===== src/hw/rtl/gafg_pkg.sv =====
// package: types, constants and helpers for the allele frequency block
`default_nettype none
package gafg_pkg;
  localparam int MAX_POPS = 16;
  localparam int MAX_SAMPLES = 65536;
  localparam int POP_W = 4;
  localparam int HALF_W = 19;
  localparam int OBS_W = 18;
  localparam int FREQ_W = 17;
  localparam int QUOT_W = 35;
  localparam logic [HALF_W-1:0] HALF_CAP = HALF_W'(4 * MAX_SAMPLES);
  localparam logic [OBS_W-1:0] OBS_CAP = OBS_W'(2 * MAX_SAMPLES);
  localparam logic [FREQ_W-1:0] Q16_ONE = FREQ_W'(65536);
  localparam logic [1:0] CODE_MISSING = 2'd1;

  typedef struct packed {
    logic [1:0] geno_code;
    logic [3:0] pop_index;
    logic       included;
    logic [1:0] sample_ploidy;
    logic       last_of_variant;
  } in_item_t;

  typedef struct packed {
    logic [3:0]        out_pop;
    logic [FREQ_W-1:0] frequency;
    logic [OBS_W-1:0]  allele_count;
    logic              has_data;
    logic              last_in_run;
  } out_item_t;

  typedef struct packed {
    logic              start;
    logic [HALF_W-1:0] alt;
    logic [OBS_W-1:0]  obs;
  } div_req_t;
endpackage
`default_nettype wire


===== src/hw/rtl/gafg_divider.sv =====
// divider: restoring division, one quotient bit per cycle
`default_nettype none
module gafg_divider (
  input  wire logic                   clk,
  input  wire logic                   rst,
  input  wire gafg_pkg::div_req_t     req,
  output logic                        done,
  output logic [gafg_pkg::FREQ_W-1:0] quot
);
  import gafg_pkg::*;
  logic              busy;
  logic [QUOT_W-1:0] num;
  logic [OBS_W:0]    rem;
  logic [OBS_W-1:0]  den;
  logic [5:0]        cnt;
  logic [OBS_W+1:0]  trial;
  logic [OBS_W:0]    shifted;

  assign shifted = {rem[OBS_W-1:0], num[QUOT_W-1]};
  assign trial = {1'b0, shifted} - {2'b0, den};

  always_ff @(posedge clk) begin
    if (rst) begin
      busy <= 1'b0;
      cnt <= '0;
      done <= 1'b0;
    end else if (req.start) begin
      busy <= 1'b1;
      num <= {1'b0, req.alt, 15'b0};
      den <= req.obs;
      rem <= '0;
      cnt <= 6'(QUOT_W);
      done <= 1'b0;
    end else if (busy) begin
      if (trial[OBS_W+1]) begin
        rem <= shifted;
        num <= {num[QUOT_W-2:0], 1'b0};
      end else begin
        rem <= trial[OBS_W:0];
        num <= {num[QUOT_W-2:0], 1'b1};
      end
      cnt <= cnt - 6'd1;
      done <= (cnt == 6'd1);
      if (cnt == 6'd1) begin
        busy <= 1'b0;
      end
    end else begin
      done <= 1'b0;
    end
  end

  always_comb begin
    if (den == '0) quot = '0;
    else if (num > QUOT_W'(Q16_ONE)) quot = Q16_ONE;
    else quot = num[FREQ_W-1:0];
  end
endmodule
`default_nettype wire


===== src/hw/rtl/genotype_allele_frequency_by_group.sv =====
// top level: per-population allele frequency accumulator and reporter
//
// in channel: one sample per beat (in_valid/in_ready, payload in_data).
// out channel: one result per population in use (out_valid/out_ready).
// cfg channel: cfg_data[4:0] sets num_pops; write only while idle.
// a sample is handled as a memory read, then a modify and write back
// through the single accumulator memory port.
// on the last sample of a variant each population is read once and
// divided by a serial divider; the input is held off until the variant
// report is done and the valid bits of every population have been
// cleared.
// a stalled receiver holds the current result in the output register and
// the report pass waits. reset empties the accumulators at once through
// per-population valid bits and sets num_pops to 1.
// when the last sample is counted the report pass goes through S_RD
// first; otherwise it starts at S_DIVST.
`default_nettype none
module genotype_allele_frequency_by_group (
  input  wire logic                clk,
  input  wire logic                rst,
  input  wire logic                in_valid,
  output logic                     in_ready,
  input  wire gafg_pkg::in_item_t  in_data,
  output logic                     out_valid,
  input  wire logic                out_ready,
  output gafg_pkg::out_item_t      out_data,
  input  wire logic                cfg_valid,
  output logic                     cfg_ready,
  input  wire logic [4:0]          cfg_data
);
  import gafg_pkg::*;
  typedef enum logic [2:0] {S_IDLE, S_ACC, S_RD, S_DIVST, S_DIV, S_OUT} state_t;
  state_t state;
  logic [HALF_W-1:0] alt_mem [MAX_POPS];
  logic [OBS_W-1:0]  obs_mem [MAX_POPS];
  logic [MAX_POPS-1:0] live;
  logic [HALF_W-1:0] rd_alt;
  logic [OBS_W-1:0]  rd_obs;
  logic rd_live;
  logic [POP_W-1:0] rd_addr, pop, npops;
  logic [4:0] num_pops;
  in_item_t item;
  out_item_t res;
  logic [HALF_W-1:0] cur_alt, alt_next;
  logic [OBS_W-1:0]  cur_obs, obs_next;
  logic [1:0] dosage;
  logic [2:0] half;
  logic counted;
  div_req_t req;
  logic ddone;
  logic [FREQ_W-1:0] dquot;

  assign cfg_ready = 1'b1;
  assign in_ready = (state == S_IDLE);
  assign npops = (num_pops == 5'd0) ? '0 :
                 (num_pops > 5'd16) ? 4'd15 : 4'(num_pops - 5'd1);

  always_ff @(posedge clk) begin
    rd_alt <= alt_mem[rd_addr];
    rd_obs <= obs_mem[rd_addr];
    rd_live <= live[rd_addr];
  end

  assign cur_alt = rd_live ? rd_alt : '0;
  assign cur_obs = rd_live ? rd_obs : '0;

  always_comb begin
    logic [HALF_W:0] sa;
    logic [OBS_W:0] so;
    case (item.geno_code)
      2'd0: dosage = 2'd2;
      2'd2: dosage = 2'd1;
      default: dosage = 2'd0;
    endcase
    half = (item.sample_ploidy == 2'd2) ? {dosage, 1'b0} : {1'b0, dosage};
    counted = item.included && item.geno_code != CODE_MISSING &&
              (item.sample_ploidy == 2'd1 || item.sample_ploidy == 2'd2);
    sa = {1'b0, cur_alt} + (HALF_W+1)'(half);
    so = {1'b0, cur_obs} + (OBS_W+1)'(item.sample_ploidy);
    alt_next = (sa > {1'b0, HALF_CAP}) ? HALF_CAP : sa[HALF_W-1:0];
    obs_next = (so > {1'b0, OBS_CAP}) ? OBS_CAP : so[OBS_W-1:0];
  end

  always_comb begin
    rd_addr = (state == S_IDLE) ? in_data.pop_index : pop;
    if (state == S_ACC && item.last_of_variant) rd_addr = '0;
  end

  always_ff @(posedge clk) begin
    if (rst) begin
      state <= S_IDLE;
      live <= '0;
      num_pops <= 5'd1;
      out_valid <= 1'b0;
      pop <= '0;
      req.start <= 1'b0;
    end else begin
      if (cfg_valid) num_pops <= cfg_data;
      if (out_valid && out_ready && state != S_OUT) out_valid <= 1'b0;
      case (state)
        S_IDLE: if (in_valid) begin
          item <= in_data;
          pop <= in_data.pop_index;
          state <= S_ACC;
        end
        S_ACC: begin
          if (counted) begin
            alt_mem[pop] <= alt_next;
            obs_mem[pop] <= obs_next;
            live[pop] <= 1'b1;
          end
          if (item.last_of_variant) begin
            if (counted) begin
              pop <= '0;
              state <= S_RD;
            end else begin
              pop <= '0;
              state <= S_DIVST;
            end
          end else begin
            state <= S_IDLE;
          end
        end
        S_RD: state <= S_DIVST;
        S_DIVST: begin
          req.start <= 1'b1;
          req.alt <= cur_alt;
          req.obs <= cur_obs;
          res.out_pop <= pop;
          res.allele_count <= cur_obs;
          res.has_data <= (cur_obs != '0);
          res.last_in_run <= (pop == npops);
          state <= S_DIV;
        end
        S_DIV: begin
          req.start <= 1'b0;
          if (ddone) begin
            res.frequency <= dquot;
            state <= S_OUT;
          end
        end
        S_OUT: if (!out_valid || out_ready) begin
          out_valid <= 1'b1;
          out_data <= res;
          if (pop == npops) begin
            live <= '0;
            state <= S_IDLE;
          end else begin
            pop <= pop + 4'd1;
            state <= S_RD;
          end
        end
        default: state <= S_IDLE;
      endcase
    end
  end

  gafg_divider u_div (
    .clk(clk), .rst(rst), .req(req), .done(ddone), .quot(dquot)
  );
endmodule
`default_nettype wire

===== config.mk =====
export PLATFORM = sky130hd
export DESIGN_NAME = genotype_allele_frequency_by_group
export DESIGN_NICKNAME = d
export VERILOG_FILES = /design/src/hw/rtl/gafg_pkg.sv /design/src/hw/rtl/gafg_divider.sv /design/src/hw/rtl/genotype_allele_frequency_by_group.sv
export SDC_FILE = /design/constraint.sdc
export NUM_CORES = 1
export LEC_CHECK = 0
export ABC_AREA = 1
export BUFFER_PORTS_ARGS = -buffer_cell sky130_fd_sc_hd__buf_2
export CELL_PAD_IN_SITES_DETAIL_PLACEMENT = 0
export CELL_PAD_IN_SITES_GLOBAL_PLACEMENT = 2
export CORE_ASPECT_RATIO = 0.75
export CORE_MARGIN = 1.5
export CORE_UTILIZATION = 30
export CTS_CLUSTER_SIZE = 12
export DETAILED_ROUTE_END_ITERATION = 10
export GPL_TIMING_DRIVEN = 0
export HOLD_SLACK_MARGIN = 0.08
export PLACE_DENSITY_LB_ADDON = 0.05
export SYNTH_ARGS = -nofsm -noshare
export SYNTH_HDL_FRONTEND = slang
export SYNTH_SLANG_ARGS = --single-unit
export TNS_END_PERCENT = 5

===== constraint.sdc =====
create_clock -name clk -period 5.1 [get_ports clk]
set_input_delay 0.255 -clock clk [delete_from_list [all_inputs] [get_ports clk]]
set_output_delay 0.255 -clock clk [all_outputs]
set_load 0.03 [all_outputs]

==> impl_metrics.yaml, run 1 <==
global_route:
  met1_usage_pct: 31.7
  grt_use_met2_pct: 29.0
  grt_pass1_wl_microns: 179000
  antenna_found_initial: 8
  grt_pass1_vias: 24338
  use_met3_pct: 3.93
  track_usage_pct: 20.3
  overflow: 0
  busiest_layer: "met1"
  grt_max_degree: 35
sta:
  fmax_ghz: 0.205
  min_period_ns: 4.88
  clock_skew_ns: 0.0283
  final-setup-viol-count: 0
  tns_ns: 0
  drv_slew: 0
  hold_viol_final: 0
  relSlewSlack_pct: 6.13
  finalCritPeriodShare_pct: 95.7
  rsz0062_at_grt: "true"
  tightest_slew_ns: 1.41
cells_and_area:
  design_area_sq_um: 43200
  post-route-util_pct: 36.0
  areaGrowthSynthToFinish_pct: 18.8
  num-nets-final: 3552
  final_layout_size_suffix_gt1_share_pct: 13.3
  register_area_sq_um: 24600
  multiInputGateArea_sq_um: 9150
  nFillCells: 11943
routing:
  antenna_left: 0
  wirelength_microns: 125000
  drt_iter0_drc: 2076
  drc: 0
  post_drt_wl_per_cell_microns: 24.0
  dr.pass1.iters: 6
  vias_per_cell: 4.77
  vias: 24815
logic_synthesis:
  synth_edf_count: 770
  ys_seq_area_share_pct: 67.7
  yosys-top-cells-area: "edfxtp_1 (64%), o211ai_1 (6.3%), nand2_1 (6.3%)"
  synthCells: 3236
  synth_largest_area_cell: "edfxtp_1"
  synth-seq-cells: 846
  avgSynthCellArea_sq_um: 11.2
  synth_fp_nets: 3290
  synth_top_area_share_pct: 63.5
  synthArstFlopShare_pct: 0
  ys_types: 49
  synth_flop_cell: "edfxtp_1"
  ys_warn_count: 0
  synth_area_sq_um: 36400
critical_path:
  slowest_delay_ns: 0.74
  cp-start-kind: "register"
  r2r_cells: 19
  path_max_fanout: 16
  path_common_cell: "nand2_1"
  arrival_ns: 5.22
  r2r-start: "rd_live"
  crit_type: "reg2reg"
  end_kind: "register"
  critPathLaunch: "rd_live"
  cp.required_ns: 5.44
  crit_chain: "buf_4 -> buf_12 -> buf_6 -> buf_2 -> nand2_1 -> inv_1 -> ha_1 -> fa_1 -> nand4_1 -> nor2_1 -> nand2_1 -> nand2_1 -> nand2_1 -> inv_1 -> nand2_1 -> nor2_1 -> nand3_2 -> buf_6 -> a21oi_2"
  reg2reg_slack_ns: 0.22
  r2r-end: "obs_mem[0][7]"
  worstSetupEndpoint: "obs_mem[0][7]"
  crit_slowest_cell: "a21oi_2"
clock_tree:
  clock_latency_ns: 0.69
  cts.sinks: 846
  cts.path.max_buffers: 3
  cts_buffers: 93
  htreeDepth: 3
  post_cts_buffers: 0
  cts_tree: "yes"
  root_buffer: "clkbuf_16"
  clk_pin_slew_worst_paths_ns: 0.06
pwr:
  net-switching-power_uw: 5850
  comb_power_share_pct: 19.3
  seq_power_share_pct: 44.2
  p_clk_share_pct: 36.6
  leakage_uw: 0.0167
  p_sw_share_pct: 30.8
  powerDensity_nw_per_um2: 439
  ir_worst_vdd_v: 0.000234
  p_total_uw: 19000
  power.internal_uw: 13100
place:
  finalWeightedCongestion: 0.843
  place_area_sq_um: 39900
  place.detailed.hpwl_microns: 93200
  port_buffers: 62
floorplan:
  io_pins: 64
  coreArea_sq_um: 120000
  dieArea_sq_um: 123000
  die_height_microns: 305
  die_w_microns: 405
  rows: 110
  start_util_pct: 30.3
run:
  cap_viol_max_count: 0
min_path:
  min_path_type: "in2reg"
outcome:
  outcome: "completed"
[metal layers]
layer	routed length, microns	vias to the layer above
met5	0	-
met4	2060	0
met3	6590	129
met2	51300	546
met1	64800	12380
li1	-	11760
[cell usage after synthesis, types with 2 or more instances]
| master | n |
|---|---|
| a21boi_0 | 2 |
| a21o_1 | 3 |
| a21oi_1 | 69 |
| a21oi_2 | 21 |
| a31oi_1 | 5 |
| buf_2 | 92 |
| buf_4 | 7 |
| buf_6 | 5 |
| clkbuf_1 | 48 |
| dfxtp_1 | 76 |
| edfxtp_1 | 770 |
| fa_1 | 3 |
| ha_1 | 31 |
| inv_1 | 523 |
| inv_2 | 5 |
| nand2_1 | 606 |
| nand2_2 | 8 |
| nand3_1 | 314 |
| nand3_2 | 4 |
| nand3b_1 | 3 |
| nand4_1 | 25 |
| nor2_1 | 152 |
| nor2_2 | 11 |
| nor2_4 | 3 |
| nor3_1 | 32 |
| nor3b_1 | 2 |
| nor4_1 | 7 |
| o211ai_1 | 305 |
| o21a_1 | 2 |
| o21ai_0 | 62 |
| o21ai_1 | 4 |
| o22ai_1 | 2 |
| o31ai_1 | 2 |
| xnor2_1 | 7 |
| xor2_1 | 11 |
[cell usage in the layout, fill, tap and decap left out, types with 77 or more instances in the layout]
cell       synthesis  final
clkbuf_16          0     96
buf_6              5     77
inv_1            523    523
clkbuf_1          48     78
nand2_1          606    606
buf_2             92    154
edfxtp_1         770    770
nand3_1          314    314
o211ai_1         305    305
nor2_1           152    148
[through the flow]
step / worst slack [ns] / instances / hold WS, ns
6_report: 0.221 / 5206 / 0.172
5_1_grt: -0.174 / 5203 / 0.127
4_1_cts: 0.0683 / 5202 / 0.0963
3_5_place_dp: 0.0823 / 5007 / 0.405
3_3_place_gp: -4.67 / 4922 / 0.401
2_1_floorplan: 0.805 / 3236 / 0.354
[logic make-up (layout without fill, tap and decap cells)]
group                    count (synthesis)  in the layout  synth area share [%]
flip-flops                             846            846                  67.7
buffers and inverters                  683           1025                  7.58
XOR/XNOR                                19             19                 0.478
other                                    1              5                0.0103
AO/OA/AOI/OAI                          482            482                  9.10
AND/OR/NAND/NOR                       1171           1171                  13.9
adder cells (fa/ha/maj)                 34             34                  1.23
[power groups by stage]
stage	Clock, uW	Combinational [uW]	Sequential, uW
finish	6950	3660	8390
CTS	7140	3700	8390
detailed placement	0	3680	8530
global placement	0	3610	8550
global route	7390	4020	8400
floorplan	0	2010	8430
[worst min-delay path by stage]
stage / start / endpoint / slack (ns) / cells past startpoint
after floorplan: in_data[0] / item[0] / 0.35 / 0
after global placement: res[38] / out_data[38] / 0.40 / 0
after detailed placement: res[40] / out_data[40] / 0.40 / 0
after CTS: in_valid / state[0] / 0.1 / 5
after global routing: in_valid / state[0] / 0.13 / 5
final: in_valid / state[0] / 0.17 / 5
[flip-flops by register name, summed over array words and instances, names as in the netlist, 3 cells and up]
| signal | count |
|---|---|
| res | 23 |
| live | 16 |
| u_div.den | 18 |
| req | 38 |
| rd_alt | 19 |
| u_div.cnt | 6 |
| alt_mem | 304 |
| rd_obs | 18 |
| pop | 4 |
| num_pops | 5 |
| u_div.rem | 18 |
| u_div.num | 35 |
| state | 3 |
| out_data | 41 |
| obs_mem | 288 |
| item | 6 |
[layout make-up]
cell class / count / share of cell area (%)
clock buffers: 138 / 6.20
flip-flops and latches: 846 / 57.0
repair buffers: 167 / 3.49
well taps: 1624 / 4.70
multi-input cells: 1707 / 21.2
clock inverters: 37 / 1.00
inverters: 529 / 4.59
diodes: 4 / 0.0232
plain buffers: 154 / 1.79
[worst max-delay path: cells and delay by family, from the launching register on]
kind / cells / cell delay, ns
AND/OR/NAND/NOR: 9 / 1.63
buffers and inverters: 7 / 1.35
flip-flops: 1 / 0.32
adder cells (fa/ha/maj): 2 / 0.47
AO/OA/AOI/OAI: 1 / 0.74
[timing repair]
item                                    in CTS  in global routing
resized for setup                            0                  3
hold endpoints to repair                    19                  0
hold buffers                                20                  0
endpoints found under the setup margin       0                141
Power figures use the tool's default switching activity.
==> run 2: changes to the inputs <==
--- a/config.mk
+++ b/config.mk
@@ -17,6 +17,7 @@
 export GPL_TIMING_DRIVEN = 0
 export HOLD_SLACK_MARGIN = 0.08
 export PLACE_DENSITY_LB_ADDON = 0.05
+export SETUP_SLACK_MARGIN = 0.4
 export SYNTH_ARGS = -nofsm -noshare
 export SYNTH_HDL_FRONTEND = slang
 export SYNTH_SLANG_ARGS = --single-unit
==> run 2 against run 1 <==
Against the previous run:
- via count grew 0.22%
- worst hold slack got worse by 0.0069 ns
- worst setup slack better by 0.28 ns
- sequential cell count did not move
- critical path type unchanged
==> impl_metrics.yaml, run 2 (synthesized netlist as in run 1, its figures left out) <==
sta:
  fmax_ghz: 0.218
  final-setup-viol-count: 0
  tightest_slew_ns: 1.40
  postLayoutSetupSlackWorst_ns: 0.505
  whs_ns: 0.165
  rsz0062_at_grt: "true"
  clock_skew_ns: 0.0288
  tns_ns: 0
  finalCritPeriodShare_pct: 90.1
  relSlewSlack_pct: 6.52
  hold_viol_final: 0
  min_period_ns: 4.59
  drv_slew: 0
floorplan:
  die_w_microns: 405
  coreArea_sq_um: 120000
  start_util_pct: 30.3
  dieArea_sq_um: 123000
  die_height_microns: 305
  io_pins: 64
  rows: 110
routing:
  drt_iter0_drc: 2233
  wirelength_microns: 125000
  vias_per_cell: 4.77
  drc: 0
  dr.pass1.iters: 6
  post_drt_wl_per_cell_microns: 24.0
  vias: 24870
  antenna_left: 0
critical_path:
  path_max_fanout: 16
  cp-start-kind: "register"
  arrival_ns: 4.98
  end_kind: "register"
  crit_type: "reg2reg"
  cp.required_ns: 5.48
global_route:
  grt_pass1_vias: 24347
  overflow: 0
  track_usage_pct: 20.3
  grt_pass1_wl_microns: 179000
  grt_max_degree: 35
  antenna_found_initial: 7
clock_tree:
  cts_buffers: 93
  cts.sinks: 846
  htreeDepth: 3
  cts_tree: "yes"
  clock_latency_ns: 0.69
  clk_pin_slew_worst_paths_ns: 0.07
  cts.path.max_buffers: 3
  root_buffer: "clkbuf_16"
cells_and_area:
  areaGrowthSynthToFinish_pct: 19.4
  largest_register_ffs: 304
  layout_common_cells: "edfxtp_1 (770), nand2_1 (606), inv_1 (523)"
  nFillCells: 11921
  layout_commonest_cell: "edfxtp_1"
  regMostFlops: "alt_mem"
  final_layout_size_suffix_gt1_share_pct: 13.5
  top_regs: "alt_mem (304), obs_mem (288), out_data (41)"
  num-nets-final: 3558
pwr:
  p_total_uw: 19100
  powerDensity_nw_per_um2: 440
  leakage_uw: 0.0168
  ir_worst_vdd_v: 0.000232
outcome:
  outcome: "completed"
min_path:
  min_path_type: "in2reg"
place:
  finalWeightedCongestion: 0.843
  port_buffers: 62
  place_ws_ns: 0.0823
  place.detailed.hpwl_microns: 93200
run:
  cap_viol_max_count: 0
## run 2: cell types whose count changed in the layout (fill, tap and decap cells not counted), sizes merged
cell,before,now
clkbuf,186,187
buf,253,258
## run 2: through the flow
step           cells  utilization [%]  area [sq um]
3_3_place_gp    4922             32.2         38700
5_1_grt         5208             36.1         43400
6_report        5212             36.2         43400
4_1_cts         5202             35.9         43200
2_1_floorplan   3236                -         36400
3_5_place_dp    5007             33.2         39900
## run 2: critical path, cell delays in order, from the launching register on
cell and delay [ns]:
dfxtp_1 0.32, buf_4 0.22, buf_12 0.19, buf_6 0.18, clkbuf_4 0.29, nand2_1 0.10, inv_1 0.12, ha_1 0.23
fa_1 0.24, nand2_1 0.06, nand2_1 0.10, nand2_1 0.12, inv_1 0.14, nand2_1 0.11, nor2_1 0.22, nand2_1 0.09
nand2_1 0.09, nand3_1 0.08, nor2_1 0.35, nand3_4 0.22, buf_6 0.23, a21oi_2 0.57
## run 2: path summary, 6_finish.rpt
| kind | cells after the start | to | slack [ns] | startpoint |
|---|---|---|---|---|
| worst max-delay path | 21 | alt_mem[0][17] | 0.51 | rd_live |
| worst min-delay path | 5 | state[0] | 0.17 | in_valid |
| worst max register to register | 21 | alt_mem[0][17] | 0.51 | rd_live |
| worst min register to register | 0 | out_data[40] | 0.42 | res[40] |
## run 2: repair_timing
| action | in CTS | in global routing |
|---|---|---|
| pin swaps | 0 | 5 |
| setup endpoints to repair | 272 | 492 |
| hold buffers | 20 | 0 |
| resized for setup | 1 | 19 |
| endpoints found under the hold margin | 19 | 0 |
| buffers inserted | 0 | 6 |
## run 2: metal layers
layer	up-vias	part of all wire (%)	wire [microns]	global-route usage [%]
met5	-	0	0	0
met4	0	1.7	2160	3.82
met3	132	5.5	6820	3.93
met2	585	41	51300	29.0
met1	12383	52	64600	31.7
li1	11770	-	-	-
## run 2: report_power, final
group | internal, uW | total, uW | switching (uW)
Sequential | 8220 | 8380 | 166
Combinational | 897 | 3790 | 2890
Clock | 4090 | 6950 | 2860
## run 2: cell type report
type	instances	area (sq um)	share of cell area [%]
tap	1624	2030	4.68
timing repair buffer	173	1620	3.72
clock buffer	138	2680	6.17
inverter	529	1990	4.57
sequential	846	24600	56.7
antenna	4	10.0	0.0230
clock inverter	37	433	0.997
buffer	154	776	1.79
multi-input combinational	1707	9260	21.3
==> run 3: changes to the inputs <==
--- a/config.mk
+++ b/config.mk
@@ -6,11 +6,10 @@
 export NUM_CORES = 1
 export LEC_CHECK = 0
 export ABC_AREA = 1
-export BUFFER_PORTS_ARGS = -buffer_cell sky130_fd_sc_hd__buf_2
+export BUFFER_PORTS_ARGS = -buffer_cell sky130_fd_sc_hd__clkbuf_2
 export CELL_PAD_IN_SITES_DETAIL_PLACEMENT = 0
 export CELL_PAD_IN_SITES_GLOBAL_PLACEMENT = 2
 export CORE_ASPECT_RATIO = 0.75
-export CORE_MARGIN = 1.5
 export CORE_UTILIZATION = 30
 export CTS_CLUSTER_SIZE = 12
 export DETAILED_ROUTE_END_ITERATION = 10
==> run 3 against run 2 <==
Against the previous run:
- global-route usage increased by 0.14 points
- sequential power about the same
- wire length rose by 0.26%
- sequential cell count is the same
- via count is essentially flat
- largest cell class unchanged
- highest routed layer unchanged
==> impl_metrics.yaml, run 3 (synthesized netlist as in run 1, its figures left out) <==
floorplan:
  dieArea_sq_um: 123000
  die_height_microns: 304
  die_w_microns: 404
  io_pins: 64
  start_util_pct: 30.3
  rows: 110
  coreArea_sq_um: 120000
place:
  finalWeightedCongestion: 0.858
  port_buffers: 62
  place.detailed.hpwl_microns: 93700
  place_area_sq_um: 39900
  place_ws_ns: 0.0206
sta:
  clock_skew_ns: 0.0323
  postLayoutSetupSlackWorst_ns: 0.403
  relSlewSlack_pct: 9.13
  tightest_slew_ns: 1.36
  min_period_ns: 4.70
  rsz0062_at_grt: "true"
  finalCritPeriodShare_pct: 92.1
  final-setup-viol-count: 0
  hold_viol_final: 0
  fmax_ghz: 0.213
  drv_slew: 0
  whs_ns: 0.159
routing:
  post_drt_wl_per_cell_microns: 24.0
  drc: 0
  drt_iter0_drc: 2067
  antenna_left: 0
  dr.pass1.iters: 6
  wirelength_microns: 125000
  vias: 24877
  vias_per_cell: 4.77
clock_tree:
  htreeDepth: 3
  cts.path.max_buffers: 3
  cts_tree: "yes"
  clock_latency_ns: 0.69
  cts.sinks: 846
  root_buffer: "clkbuf_16"
  clk_pin_slew_worst_paths_ns: 0.06
  cts_buffers: 93
global_route:
  grt_pass1_vias: 24523
  antenna_found_initial: 8
  grt_max_degree: 34
  overflow: 0
  grt_pass1_wl_microns: 180000
  track_usage_pct: 20.4
cells_and_area:
  nFillCells: 11821
  top_regs: "alt_mem (304), obs_mem (288), out_data (41)"
  design_area_sq_um: 43500
  post-route-util_pct: 36.2
  regMostFlops: "alt_mem"
  largest_register_ffs: 304
  areaGrowthSynthToFinish_pct: 19.5
  num-nets-final: 3564
  layout_commonest_cell: "edfxtp_1"
  final_layout_size_suffix_gt1_share_pct: 13.6
  layout_common_cells: "edfxtp_1 (770), nand2_1 (606), inv_1 (523)"
critical_path:
  crit_slowest_cell: "a21oi_2"
  path_max_fanout: 16
  crit_type: "reg2reg"
  end_kind: "register"
  cp-start-kind: "register"
  cp.required_ns: 5.44
  path_common_cell: "nand2_1"
  slowest_delay_ns: 0.80
  arrival_ns: 5.03
  crit_chain: "buf_4 -> buf_12 -> buf_6 -> buf_2 -> nand2_1 -> inv_1 -> ha_1 -> fa_1 -> nand2_1 -> nand2_1 -> nand2_1 -> inv_1 -> nand2_1 -> nor2_1 -> nand2_1 -> nand2_1 -> nand3_1 -> nor2_1 -> nand3_4 -> a21oi_2"
outcome:
  outcome: "completed"
pwr:
  comb_power_share_pct: 19.9
  net-switching-power_uw: 5930
  power.internal_uw: 13100
  seq_power_share_pct: 44.1
  leakage_uw: 0.0168
  ir_worst_vdd_v: 0.000247
  p_sw_share_pct: 31.2
  p_clk_share_pct: 36.0
  powerDensity_nw_per_um2: 437
run:
  cap_viol_max_count: 0
min_path:
  min_path_type: "in2reg"
==> run 3: changes by cell type in the layout (fill, tap and decap cells not counted), sizes merged <==
| cell | previous run | this run |
|---|---|---|
| buf | 258 | 195 |
| clkbuf | 187 | 241 |
| dlygate4sd3 | 20 | 28 |
| clkinv | 25 | 31 |
| bufinv | 9 | 6 |
| inv | 530 | 529 |
==> run 3: worst max-delay path, delay by kind of cell (launching register included) <==
kind | cells | cell delay (ns)
flops | 1 | 0.32
compound gates | 1 | 0.80
fa+ha+maj | 2 | 0.46
buf+inv | 6 | 1.21
simple gates | 11 | 1.51
==> run 3: power by group through the flow <==
stage	Sequential, uW	Combinational (uW)	Clock (uW)
after global placement	8550	3610	0
final	8380	3790	6840
after CTS	8390	3710	7030
after detailed placement	8530	3680	0
after floorplan	8430	2010	0
after global routing	8390	4140	7270
==> run 3: path summary, 6_finish.rpt <==
| path | slack (ns) | cells past startpoint | end | startpoint |
|---|---|---|---|---|
| worst max register to register | 0.40 | 20 | alt_mem[1][4] | rd_live |
| worst min register to register | 0.42 | 0 | out_data[39] | res[39] |
| worst max-delay path | 0.40 | 20 | alt_mem[1][4] | rd_live |
| worst min-delay path | 0.16 | 5 | state[0] | in_valid |
==> run 3: stage by stage <==
stage                     cells  power [uW]   TNS, ns
after floorplan            3236       10400         0
after global placement     4922       12200  -2112.76
after detailed placement   5008       12200         0
after CTS                  5206       19100         0
after global routing       5209       19800         0
final                      5213       19000         0
==> run 3: repair_timing <==
action                                 4_1_cts  5_1_grt
setup buffers                                0        3
gates cloned                                 0        0
gates resized for setup                      1       26
hold buffers                                28        0
pin swaps                                    0        3
setup endpoints to repair                  277      496
endpoints found under the hold margin       25        0
==> run 3: cell type report <==
cell class	count	area (sq um)	area share (%)
Sequential cell	846	24600	56.7
Multi-Input combinational cell	1707	9320	21.4
Clock buffer	131	2700	6.20
Tap cell	1624	2030	4.67
Inverter	529	1990	4.57
Timing Repair Buffer	179	1660	3.82
Buffer	154	773	1.78
Clock inverter	39	367	0.843
Antenna cell	4	10.0	0.0230
==> run 3: routing by layer <==
layer / track usage (%) / routed length (microns) / up-vias
met3: 4.07 / 6760 / 148
met2: 28.9 / 51300 / 565
met4: 4.40 / 2400 / 0
li1: - / - / 11770
met1: 31.8 / 64800 / 12394
met5: 0 / 0 / -
